## config.mk

```make
export PLATFORM = sky130hd
export DESIGN_NAME = two_sided_cusum_drift_detector_unit
export DESIGN_NICKNAME = d
export VERILOG_FILES = /design/src/rtl/tscdd_pkg.sv /design/src/rtl/tscdd_div.sv /design/src/rtl/two_sided_cusum_drift_detector_unit.sv
export SDC_FILE = /design/constraint.sdc
export NUM_CORES = 1
export LEC_CHECK = 0
export BUFFER_PORTS_ARGS = -buffer_cell sky130_fd_sc_hd__buf_2
export CAP_MARGIN = 10
export CORE_MARGIN = 5
export CORE_UTILIZATION = 45
export DETAILED_ROUTE_END_ITERATION = 10
export SLEW_MARGIN = 20
export SYNTH_ARGS = -nofsm -noshare
export SYNTH_HDL_FRONTEND = slang
export SYNTH_HIERARCHICAL = 1
export SYNTH_SLANG_ARGS = --single-unit
```

## constraint.sdc

```tcl
create_clock -name i_clk -period 5.8 [get_ports i_clk]
set_clock_uncertainty 0.15 [all_clocks]
set_input_delay 0.58 -clock i_clk [delete_from_list [all_inputs] [get_ports i_clk]]
set_output_delay 0.58 -clock i_clk [all_outputs]
set_load 0.005 [all_outputs]
```

## src/rtl/tscdd_pkg.sv

```systemverilog
// Shared types, constants and helpers for the two-sided CUSUM drift detector.
package tscdd_pkg;

    localparam int FRAC_BITS = 16;
    localparam int DATA_W    = 32;
    localparam int SUM_W     = 31;
    localparam int QUO_W     = 31;
    localparam int NUM_W     = DATA_W + FRAC_BITS;
    localparam int HI_W      = NUM_W - QUO_W;
    localparam int CNT_W     = $clog2(QUO_W + 1);
    localparam int ACC_W     = DATA_W + 2;
    localparam int CFG_IDX_W = 8;

    localparam logic [SUM_W-1:0]  SUM_MAX   = {SUM_W{1'b1}};
    localparam logic [SUM_W-1:0]  SCALE_ONE = SUM_W'(1) << FRAC_BITS;
    localparam logic [SUM_W-1:0]  K_RESET   = SUM_W'(32768);
    localparam logic [SUM_W-1:0]  H_RESET   = SUM_W'(327680);
    localparam logic [DATA_W-1:0] X_POS_MAX = {1'b0, {(DATA_W-1){1'b1}}};
    localparam logic [DATA_W-1:0] Q_SAT     = {1'b1, {(DATA_W-1){1'b0}}};

    localparam logic                 KIND_SAMPLE     = 1'b0;
    localparam logic                 KIND_CLEAR      = 1'b1;
    localparam logic [CFG_IDX_W-1:0] CFG_REFERENCE_K = CFG_IDX_W'(0);
    localparam logic [CFG_IDX_W-1:0] CFG_THRESHOLD_H = CFG_IDX_W'(1);

    typedef enum logic [2:0] {
        S_IDLE,
        S_DIV,
        S_UP,
        S_DN,
        S_ALM,
        S_OUT
    } t_state;

    typedef struct packed {
        logic             start;
        logic [NUM_W-1:0] num_mag;
        logic [SUM_W-1:0] den;
    } t_div_req;

    typedef struct packed {
        logic              done;
        logic [DATA_W-1:0] q_mag;
    } t_div_rsp;

    // floor at zero, saturate at the top
    function automatic logic [SUM_W-1:0] clamp_sum(input logic signed [ACC_W-1:0] v);
        logic [SUM_W-1:0] r;
        if (v[ACC_W-1]) begin
            r = '0;
        end else if (v > $signed({{(ACC_W-SUM_W){1'b0}}, SUM_MAX})) begin
            r = SUM_MAX;
        end else begin
            r = v[SUM_W-1:0];
        end
        return r;
    endfunction

endpackage

```

## src/rtl/tscdd_div.sv

```systemverilog
// Iterative restoring divider: one quotient bit per cycle, saturating magnitude.
module tscdd_div (
    input  logic               i_clk,
    input  logic               i_rst_n,
    input  tscdd_pkg::t_div_req i_req,
    output tscdd_pkg::t_div_rsp o_rsp
);
    import tscdd_pkg::*;

    logic [SUM_W-1:0] r_rem;
    logic [QUO_W-1:0] r_lo;
    logic [QUO_W-1:0] r_q;
    logic [SUM_W-1:0] r_den;
    logic             r_sat;
    logic             r_busy;
    logic [CNT_W-1:0] r_cnt;

    logic [SUM_W:0]   trial;
    logic [SUM_W:0]   diff;
    logic             ge;
    logic [HI_W-1:0]  num_hi;

    assign num_hi = i_req.num_mag[NUM_W-1:QUO_W];
    assign trial  = {r_rem, r_lo[QUO_W-1]};
    assign diff   = trial - {1'b0, r_den};
    assign ge     = (trial >= {1'b0, r_den});

    always_ff @(posedge i_clk) begin
        if (!i_rst_n) begin
            r_busy <= 1'b0;
            r_cnt  <= '0;
        end else if (i_req.start) begin
            r_busy <= 1'b1;
            r_cnt  <= CNT_W'(QUO_W);
        end else if (r_busy) begin
            if (r_cnt != '0) begin
                r_cnt <= r_cnt - 1'b1;
            end else begin
                r_busy <= 1'b0;
            end
        end
    end

    always_ff @(posedge i_clk) begin
        if (i_req.start) begin
            r_rem <= {{(SUM_W-HI_W){1'b0}}, num_hi};
            r_lo  <= i_req.num_mag[QUO_W-1:0];
            r_q   <= '0;
            r_den <= i_req.den;
            // quotient of 2^31 or more saturates either sign
            r_sat <= ({{(SUM_W-HI_W){1'b0}}, num_hi} >= i_req.den);
        end else if (r_busy && r_cnt != '0) begin
            r_rem <= ge ? diff[SUM_W-1:0] : trial[SUM_W-1:0];
            r_lo  <= {r_lo[QUO_W-2:0], 1'b0};
            r_q   <= {r_q[QUO_W-2:0], ge};
        end
    end

    assign o_rsp.done  = r_busy && (r_cnt == '0);
    assign o_rsp.q_mag = r_sat ? Q_SAT : {1'b0, r_q};

endmodule

```

## src/rtl/two_sided_cusum_drift_detector_unit.sv

```systemverilog
// Top level of the two-sided tabular CUSUM drift detector.
// Input channel (i_valid/o_ready) takes one word: i_kind, i_residual, i_scale.
// i_kind = 1 clears both sums and both alarms; the result word is all zero.
// i_kind = 0 standardizes the residual by the scale (1.0 when scale <= 0),
// then updates the upper and lower sums and their sticky alarms.
// Output channel (o_valid/i_ready) returns one word per input word: drift,
// both alarms and both sums after the update.
// Config channel (i_cfg_valid/o_cfg_ready, always ready) writes reference_k
// (index 0) or threshold_h (index 1); other indexes are dropped. Write only
// while idle.
// A sample word passes through a load, 31 divider steps, a result capture and
// the upper sum, lower sum and alarm states before it shows on the output. A
// clear word shows on the output in the cycle after it is accepted.
// One word is in flight at a time; o_ready is high only when idle, so the next
// word is taken only after the current result has been handed off.
// A stalled output holds its word until i_ready; no input is taken meanwhile.
// Synchronous reset returns to idle, zeroes the sums and alarms and loads
// reference_k = 0.5 and threshold_h = 5.0.
module two_sided_cusum_drift_detector_unit (
    input  logic                               i_clk,
    input  logic                               i_rst_n,
    input  logic                               i_valid,
    output logic                               o_ready,
    input  logic                               i_kind,
    input  logic signed [tscdd_pkg::DATA_W-1:0] i_residual,
    input  logic signed [tscdd_pkg::DATA_W-1:0] i_scale,
    output logic                               o_valid,
    input  logic                               i_ready,
    output logic                               o_drift,
    output logic                               o_alarm_up,
    output logic                               o_alarm_down,
    output logic [tscdd_pkg::SUM_W-1:0]         o_sum_up,
    output logic [tscdd_pkg::SUM_W-1:0]         o_sum_down,
    input  logic                               i_cfg_valid,
    output logic                               o_cfg_ready,
    input  logic [tscdd_pkg::CFG_IDX_W-1:0]     i_cfg_index,
    input  logic [tscdd_pkg::DATA_W-1:0]        i_cfg_data
);
    import tscdd_pkg::*;

    t_state r_state;
    t_state n_state;

    logic [SUM_W-1:0]  r_k;
    logic [SUM_W-1:0]  r_h;
    logic [SUM_W-1:0]  r_sum_up;
    logic [SUM_W-1:0]  r_sum_dn;
    logic              r_alarm_up;
    logic              r_alarm_dn;
    logic [DATA_W-1:0] r_x;
    logic              r_neg;

    logic              in_acc;
    logic [DATA_W-1:0] res_mag;
    logic [DATA_W-1:0] n_x;
    logic signed [ACC_W-1:0] up_raw;
    logic signed [ACC_W-1:0] dn_raw;
    t_div_req          div_req;
    t_div_rsp          div_rsp;

    tscdd_div u_div (
        .i_clk   (i_clk),
        .i_rst_n (i_rst_n),
        .i_req   (div_req),
        .o_rsp   (div_rsp)
    );

    assign in_acc  = i_valid && o_ready;
    assign res_mag = i_residual[DATA_W-1] ? (~i_residual + 1'b1) : i_residual;

    always_comb begin
        div_req.start   = in_acc && (i_kind == KIND_SAMPLE);
        div_req.num_mag = {res_mag, {FRAC_BITS{1'b0}}};
        div_req.den     = (i_scale[DATA_W-1] || i_scale == '0) ? SCALE_ONE
                                                                : i_scale[SUM_W-1:0];
    end

    // restore sign; positive magnitude of 2^31 clips to max
    always_comb begin
        if (r_neg) begin
            n_x = ~div_rsp.q_mag + 1'b1;
        end else if (div_rsp.q_mag[DATA_W-1]) begin
            n_x = X_POS_MAX;
        end else begin
            n_x = div_rsp.q_mag;
        end
    end

    assign up_raw = $signed({{(ACC_W-SUM_W){1'b0}}, r_sum_up})
                  + $signed({{(ACC_W-DATA_W){r_x[DATA_W-1]}}, r_x})
                  - $signed({{(ACC_W-SUM_W){1'b0}}, r_k});
    assign dn_raw = $signed({{(ACC_W-SUM_W){1'b0}}, r_sum_dn})
                  - $signed({{(ACC_W-DATA_W){r_x[DATA_W-1]}}, r_x})
                  - $signed({{(ACC_W-SUM_W){1'b0}}, r_k});

    always_comb begin
        n_state = r_state;
        case (r_state)
            S_IDLE: begin
                if (i_valid) begin
                    n_state = (i_kind == KIND_CLEAR) ? S_OUT : S_DIV;
                end
            end
            S_DIV: begin
                if (div_rsp.done) begin
                    n_state = S_UP;
                end
            end
            S_UP:  n_state = S_DN;
            S_DN:  n_state = S_ALM;
            S_ALM: n_state = S_OUT;
            S_OUT: begin
                if (i_ready) begin
                    n_state = S_IDLE;
                end
            end
            default: n_state = S_IDLE;
        endcase
    end

    always_comb begin
        o_ready      = (r_state == S_IDLE);
        o_valid      = (r_state == S_OUT);
        o_cfg_ready  = 1'b1;
        o_drift      = r_alarm_up || r_alarm_dn;
        o_alarm_up   = r_alarm_up;
        o_alarm_down = r_alarm_dn;
        o_sum_up     = r_sum_up;
        o_sum_down   = r_sum_dn;
    end

    always_ff @(posedge i_clk) begin
        if (!i_rst_n) begin
            r_state <= S_IDLE;
        end else begin
            r_state <= n_state;
        end
    end

    always_ff @(posedge i_clk) begin
        if (!i_rst_n) begin
            r_k <= K_RESET;
            r_h <= H_RESET;
        end else if (i_cfg_valid && o_cfg_ready) begin
            case (i_cfg_index)
                CFG_REFERENCE_K: r_k <= i_cfg_data[SUM_W-1:0];
                CFG_THRESHOLD_H: r_h <= i_cfg_data[SUM_W-1:0];
                default: ;
            endcase
        end
    end

    always_ff @(posedge i_clk) begin
        if (!i_rst_n) begin
            r_sum_up   <= '0;
            r_sum_dn   <= '0;
            r_alarm_up <= 1'b0;
            r_alarm_dn <= 1'b0;
        end else begin
            case (r_state)
                S_IDLE: begin
                    if (in_acc && i_kind == KIND_CLEAR) begin
                        r_sum_up   <= '0;
                        r_sum_dn   <= '0;
                        r_alarm_up <= 1'b0;
                        r_alarm_dn <= 1'b0;
                    end
                end
                S_UP: r_sum_up <= clamp_sum(up_raw);
                S_DN: r_sum_dn <= clamp_sum(dn_raw);
                S_ALM: begin
                    if (r_sum_up > r_h) begin
                        r_alarm_up <= 1'b1;
                    end
                    if (r_sum_dn > r_h) begin
                        r_alarm_dn <= 1'b1;
                    end
                end
                default: ;
            endcase
        end
    end

    always_ff @(posedge i_clk) begin
        if (in_acc) begin
            r_neg <= i_residual[DATA_W-1];
        end
        if (r_state == S_DIV && div_rsp.done) begin
            r_x <= n_x;
        end
    end

endmodule

```

# [Word level (Yosys, flattened, before mapping)]
# Index checks and enable logic that the tools add are counted.
[totals] reg_bits=277 inputBits=110 out_inout_bits=68 elab_cells=106
[op_classes] add_sub_neg=8 magnitude_cmp=6 n_eq_ne=12 muxes=33 bitwise_logic=3 n_reduce_logical=27
[op_table] operator="$mux W31" count=10
[op_table] operator="$pmux W31 S2" count=2
[op_table] operator="$mux W32" count=3
[op_table] operator="$gt A34 B32 Y1 const B" count=2
[op_table] operator="$sub A33 B32 Y34" count=2
[op_table] operator="$add A32 B1 Y32 const B" count=2
[op_table] operator="$not A32 Y32" count=2
[op_table] operator="$gt A31 B31 Y1" count=2
[op_table] operator="$mux W17" count=2
[op_table] operator="$add A32 B32 Y33" count=1
[op_table] operator="$sub A32 B32 Y33" count=1
[op_table] operator="$ge A32 B31 Y1" count=1
[op_table] operator="$logic_not A32 Y1" count=1
[op_table] operator="$ge A17 B31 Y1" count=1
[op_table] operator="$sub A31 B31 Y31" count=1
[op_table] operator="$pmux W3 S6" count=1
[op_table] operator="$mux W5" count=3
[op_table] operator="$mux W3" count=4
[op_table] operator="$reduce_bool A2 Y1" count=6
[op_table] operator="$reduce_and A2 Y1" count=5
[op_table] operator="$reduce_and A3 Y1" count=3
[op_table] operator="$eq A8 B1 Y1 const B" count=1
[op_table] operator="$logic_not A8 Y1" count=1
[op_table] operator="$ne A2 B2 Y1 const B" count=4
[op_table] operator="other kinds (13)" count=28

# [Depth between registers and ports, before layout]
[logic_depth] depth_word=6 depth_mapped=17 depth_no_buf=17

# [Modules after synthesis]
# The synthesis kept the hierarchy.
[modules_own_cells] module="two_sided_cusum_drift_detector_unit" instances=1 cells_per_inst=1795 area_per_inst_um2=14321.2 seq_area_each_um2=3573.4
[modules_own_cells] module="tscdd_div" instances=1 cells_per_inst=828 area_per_inst_um2=7772.5 seq_area_each_um2=3423.3

# [Least setup slack after synthesis]
# Ideal clock, no wire load.
[synth_timing] path_type="reg-to-reg" start="register u_div.r_cnt[0]" end="register r_x[0] (enable)" setup_time_ns=0.502 arrival_ns=4.195 path_slack_ns=0.953 path_stages_with_launch=6 synth_period_minus_slack_ns=4.847 cell_sequence="dfxtp_1 -> inv_1 -> ha_1 -> nor4b_1 -> and2_1 -> nor4bb_1"
[synth_lines] element="from (decl)" line="tscdd_div.sv:16" text="logic [CNT_W-1:0] r_cnt;"
[synth_lines] element="from (signal assigned)" line="tscdd_div.sv:34" text="r_cnt <= CNT_W'(QUO_W);"
[synth_lines] element="from (signal assigned)" line="tscdd_div.sv:37" text="r_cnt <= r_cnt - 1'b1;"
[synth_lines] element="to (signal assigned)" line="two_sided_cusum_drift_detector_unit.sv:189" text="r_x <= n_x;"
[synth_lines] element="to (decl)" line="two_sided_cusum_drift_detector_unit.sv:50" text="logic [DATA_W-1:0] r_x;"

# [Worst setup path in the final report]
[layout_timing] start="register r_k[0]" end="register r_sum_dn[18], in the netlist o_sum_down[18]"
[layout_via] elab_chain_cells=5
[layout_rtl] element="from (decl)" line="two_sided_cusum_drift_detector_unit.sv:44" text="logic [SUM_W-1:0] r_k;"
[layout_rtl] element="from (signal assigned)" line="two_sided_cusum_drift_detector_unit.sv:146" text="CFG_REFERENCE_K: r_k <= i_cfg_data[SUM_W-1:0];"
[layout_rtl] element="$sub A33 B32 Y34 (*)" line="two_sided_cusum_drift_detector_unit.sv:94" text="- $signed({{(ACC_W-SUM_W){1'b0}}, r_k});"
[layout_rtl] element="$gt A34 B32 Y1" line="tscdd_pkg.sv:51" text="end else if (v > $signed({{(ACC_W-SUM_W){1'b0}}, SUM_MAX})) begin"
[layout_rtl] element="$mux W31" line="tscdd_pkg.sv:51"
[layout_rtl] element="$mux W31 (*)" line="tscdd_pkg.sv:49" text="if (v[ACC_W-1]) begin"
[layout_rtl] element="$pmux W31 S2 (*)" line="two_sided_cusum_drift_detector_unit.sv:160" text="case (r_state)"
[layout_rtl] element="to (signal assigned)" line="two_sided_cusum_drift_detector_unit.sv:170" text="S_DN: r_sum_dn <= clamp_sum(dn_raw);"
[layout_rtl] element="to (decl)" line="two_sided_cusum_drift_detector_unit.sv:47" text="logic [SUM_W-1:0] r_sum_dn;"
# Every way passes the cells marked *; elsewhere a longest branch is shown, timed or not.
# A chain may end at the register's enable or synchronous reset.

==> results.yml <==
floorplan:
  die_h_um: 231.6
  num_rows: 81
  start_util: 0.4532
  io_pins: 178
  dieWidth_um: 231.6
  dieArea_sq_mm: 0.05363
  fp.coreArea_sq_mm: 0.04875
detailed_routing:
  drt_iter0_markers: 1031
  wirelength_um: 58390
  post-route-drc-count: 0
  vias: 18700
  first_pass_iters: 8
  routedWlPerCell_um: 16.92
  viasPerCell: 5.419
  ant_nets: 0
place:
  dpl.hpwl_um: 45260
  place.gp.congestion: 0.9303
  portBuffers: 175
global_route:
  overflow: 0
  antenna_found_initial: 1
  grt_max_degree: 92
  gr-usage-all-layers: 0.2152
  grt_pass1_wl_um: 95570
  grt_pass1_vias: 18650
setup_path:
  cp-start-kind: "flop"
  crit_chain: "inv_1, fa_1, inv_1, ha_1, or2_2, fa_1, a211oi_1, o211ai_1, a41oi_1, nand2_1, a21boi_1, o41ai_1, o211ai_1, buf_4, o21ai_0, a21boi_1"
  cp-end-kind: "flop"
  cp.arrival_ns: 4.99
  path_max_fanout: 22
  crit_type: "reg2reg"
  critPathMaxStageDelay_ns: 0.55
  cpMaxStageDelayCell: "fa_1"
  worstPathRequired_ns: 6.12
clock_network:
  cts_tree: "built"
  clockBufferDepth: 3
  cts_buffers: 38
  clock_latency_ns: 0.54
  root_buffer: "clkbuf_16"
  cts.sinks: 293
  cts_setup_buffers: 0
  postCtsResizedCells: 0
  hold_buffers: 0
  htree_levels: 2
  clk_pin_slew_worst_paths_ns: 0.06
power:
  combPwrFrac: 0.338
  p_clk_frac: 0.339
  p_per_area_mw_per_mm2: 313.9
  p_sw_frac: 0.3371
  seqPwrFrac: 0.323
  p_leak_nw: 10.42
  netSwitchingPower_mw: 2.644
  ir_drop_uv: 236.7
  totalPowerFinal_mw: 7.842
  intPower_mw: 5.198
logic_synthesis:
  syn_area_per_cell_sq_um: 8.423
  synth_edf_count: 113
  synth_common_cells: "nand2_1, inv_1, a21oi_1, ha_1, dfxtp_1"
  synth.area.top_cells: "dfxtp_1, edfxtp_1, ha_1"
  synth.most_common_cell: "nand2_1"
  synth_top_area_share: 0.1631
  synth_seq_area_share: 0.3167
  synth.largest_area_cell: "dfxtp_1"
  synth_seq_cells: 293
  yosys_most_used_dff: "dfxtp_1"
  postSynthCellCount: 2623
  yosys_warnings: 6
  async_flop_share: 0
  yosysUniqueCellTypes: 90
  syn_area_sq_mm: 0.02209
timing:
  drv_slew: 0
  finalSetupTns_ns: 0
  hold-worst-slack_ns: 0.1282
  rsz0062_at_grt: "no"
  fmax_mhz: 214.4
  fin_crit_sh: 0.8043
  finalHoldViolCount: 0
  layout_min_cycle_time_ns: 4.665
  setup_violations: 0
  relSlewSlack: 0.3441
  worst_slew_pin_slew_ns: 0.9701
outcome:
  outcome: "complete, no violations"
final_layout:
  seq_area_sq_mm: 0.006997
  nNetsFinal: 3111
  final_util: 0.5124
  layout-drive-gt1-share: 0.1163
  syn_to_final_growth_pct: 13.06
  diodes: 0
  multi_input_area_sq_mm: 0.01360
  fill_cells: 4636
min_path:
  hold_path.class: "in2reg"
run:
  drv_cap: 0
-- final timing paths --
| path | cells past startpoint | to | slack (ns) | start |
|---|---|---|---|---|
| worst min-delay path | 3 | r_h[16] | 0.13 | i_cfg_data[16] |
| worst min register to register | 2 | u_div/r_q[1] | 0.30 | u_div/r_q[0] |
| worst max-delay path | 16 | o_sum_down[18] | 1.14 | r_k[0] |
| worst max register to register | 16 | o_sum_down[18] | 1.14 | r_k[0] |
-- layout make-up --
type	instances	area share
Multi-Input combinational cell	1937	0.5445
Sequential cell	293	0.2801
Clock buffer	49	0.04348
Inverter	288	0.04328
Timing Repair Buffer	198	0.04207
Tap cell	664	0.03326
Clock inverter	21	0.01332
-- critical path, delay by kind of cell (launching register included) --
| family | cells | cell delay, ns |
|---|---|---|
| buffers and inverters | 3 | 0.46 |
| and+or+nand+nor | 2 | 0.54 |
| AOI/OAI and AO/OA | 8 | 1.91 |
| DFF | 1 | 0.36 |
| adders and majority gates | 3 | 1.16 |
-- kinds of logic (layout without fill, tap and decap cells) --
kind of cell	count (synthesis)	count (layout)	synth area share
XOR/XNOR	116	116	0.04599
AND/OR/NAND/NOR	788	788	0.1714
multiplexers	39	39	0.01948
adder cells (fa/ha/maj)	245	245	0.1602
AO/OA/AOI/OAI	732	732	0.2137
flip-flops	293	293	0.3167
other	2	17	0.0003399
buffers and inverters	408	556	0.07226
-- layer usage --
metal / GRT usage / vias up / wire length, um
met5: 0 / - / 0
met4: 0.06388 / 0 / 1702
met3: 0.02952 / 105 / 3012
met2: 0.3708 / 468 / 27500
met1: 0.2827 / 8725 / 26170
li1: - / 9397 / -
-- registers in the layout, summed over array words and instances, names as in the netlist --
signal / count
r_k: 31
r_state: 3
r_h: 31
o_sum_up: 31
u_div/r_rem: 31
r_x: 32
r_neg: 1
o_alarm_up: 1
u_div/r_lo: 31
o_alarm_down: 1
o_sum_down: 31
u_div/r_den: 31
u_div/r_cnt: 5
u_div/r_busy: 1
u_div/r_sat: 1
u_div/r_q: 31
-- metrics by stage --
step                      std cells  worst slack [ns]  cell area, sq um
after global routing           3450            0.8236             24980
after detailed placement       3380             1.163             23560
after CTS                      3450             1.123             24980
after floorplan                2638            0.9525             22150
after global placement         3380             1.229             23560
final                          3450             1.135             24980
-- cell usage in the layout, fill, tap and decap left out, types with 17 or more instances in the layout --
master / instances
buf_4: 24
nor2_1: 112
o21ai_0: 86
and3_1: 18
ha_1: 182
nand2b_1: 19
nand3_1: 35
inv_1: 288
xnor2_1: 84
o21a_1: 20
o21ai_1: 63
fa_1: 63
conb_1: 17
a21boi_0: 68
a211oi_1: 25
a31oi_1: 24
nor4_1: 28
nand4_1: 27
a21boi_1: 52
and2_1: 41
edfxtp_1: 113
clkbuf_16: 41
a21oi_1: 205
mux2_2: 32
nor3_1: 46
buf_2: 174
a21o_1: 53
nor2b_1: 46
nand2_1: 351
xor2_1: 32
o211ai_1: 22
dfxtp_1: 180
-- power groups by stage --
stage               combinational [mW]  sequential [mW]  clock (mW)
CTS                               2.65             2.53        2.73
finish                            2.65             2.53        2.66
global placement                  2.58             2.57           0
detailed placement                2.63             2.57           0
global route                      2.96             2.56        2.81
floorplan                         2.10             2.53           0
(Power assumes the default switching activity.)
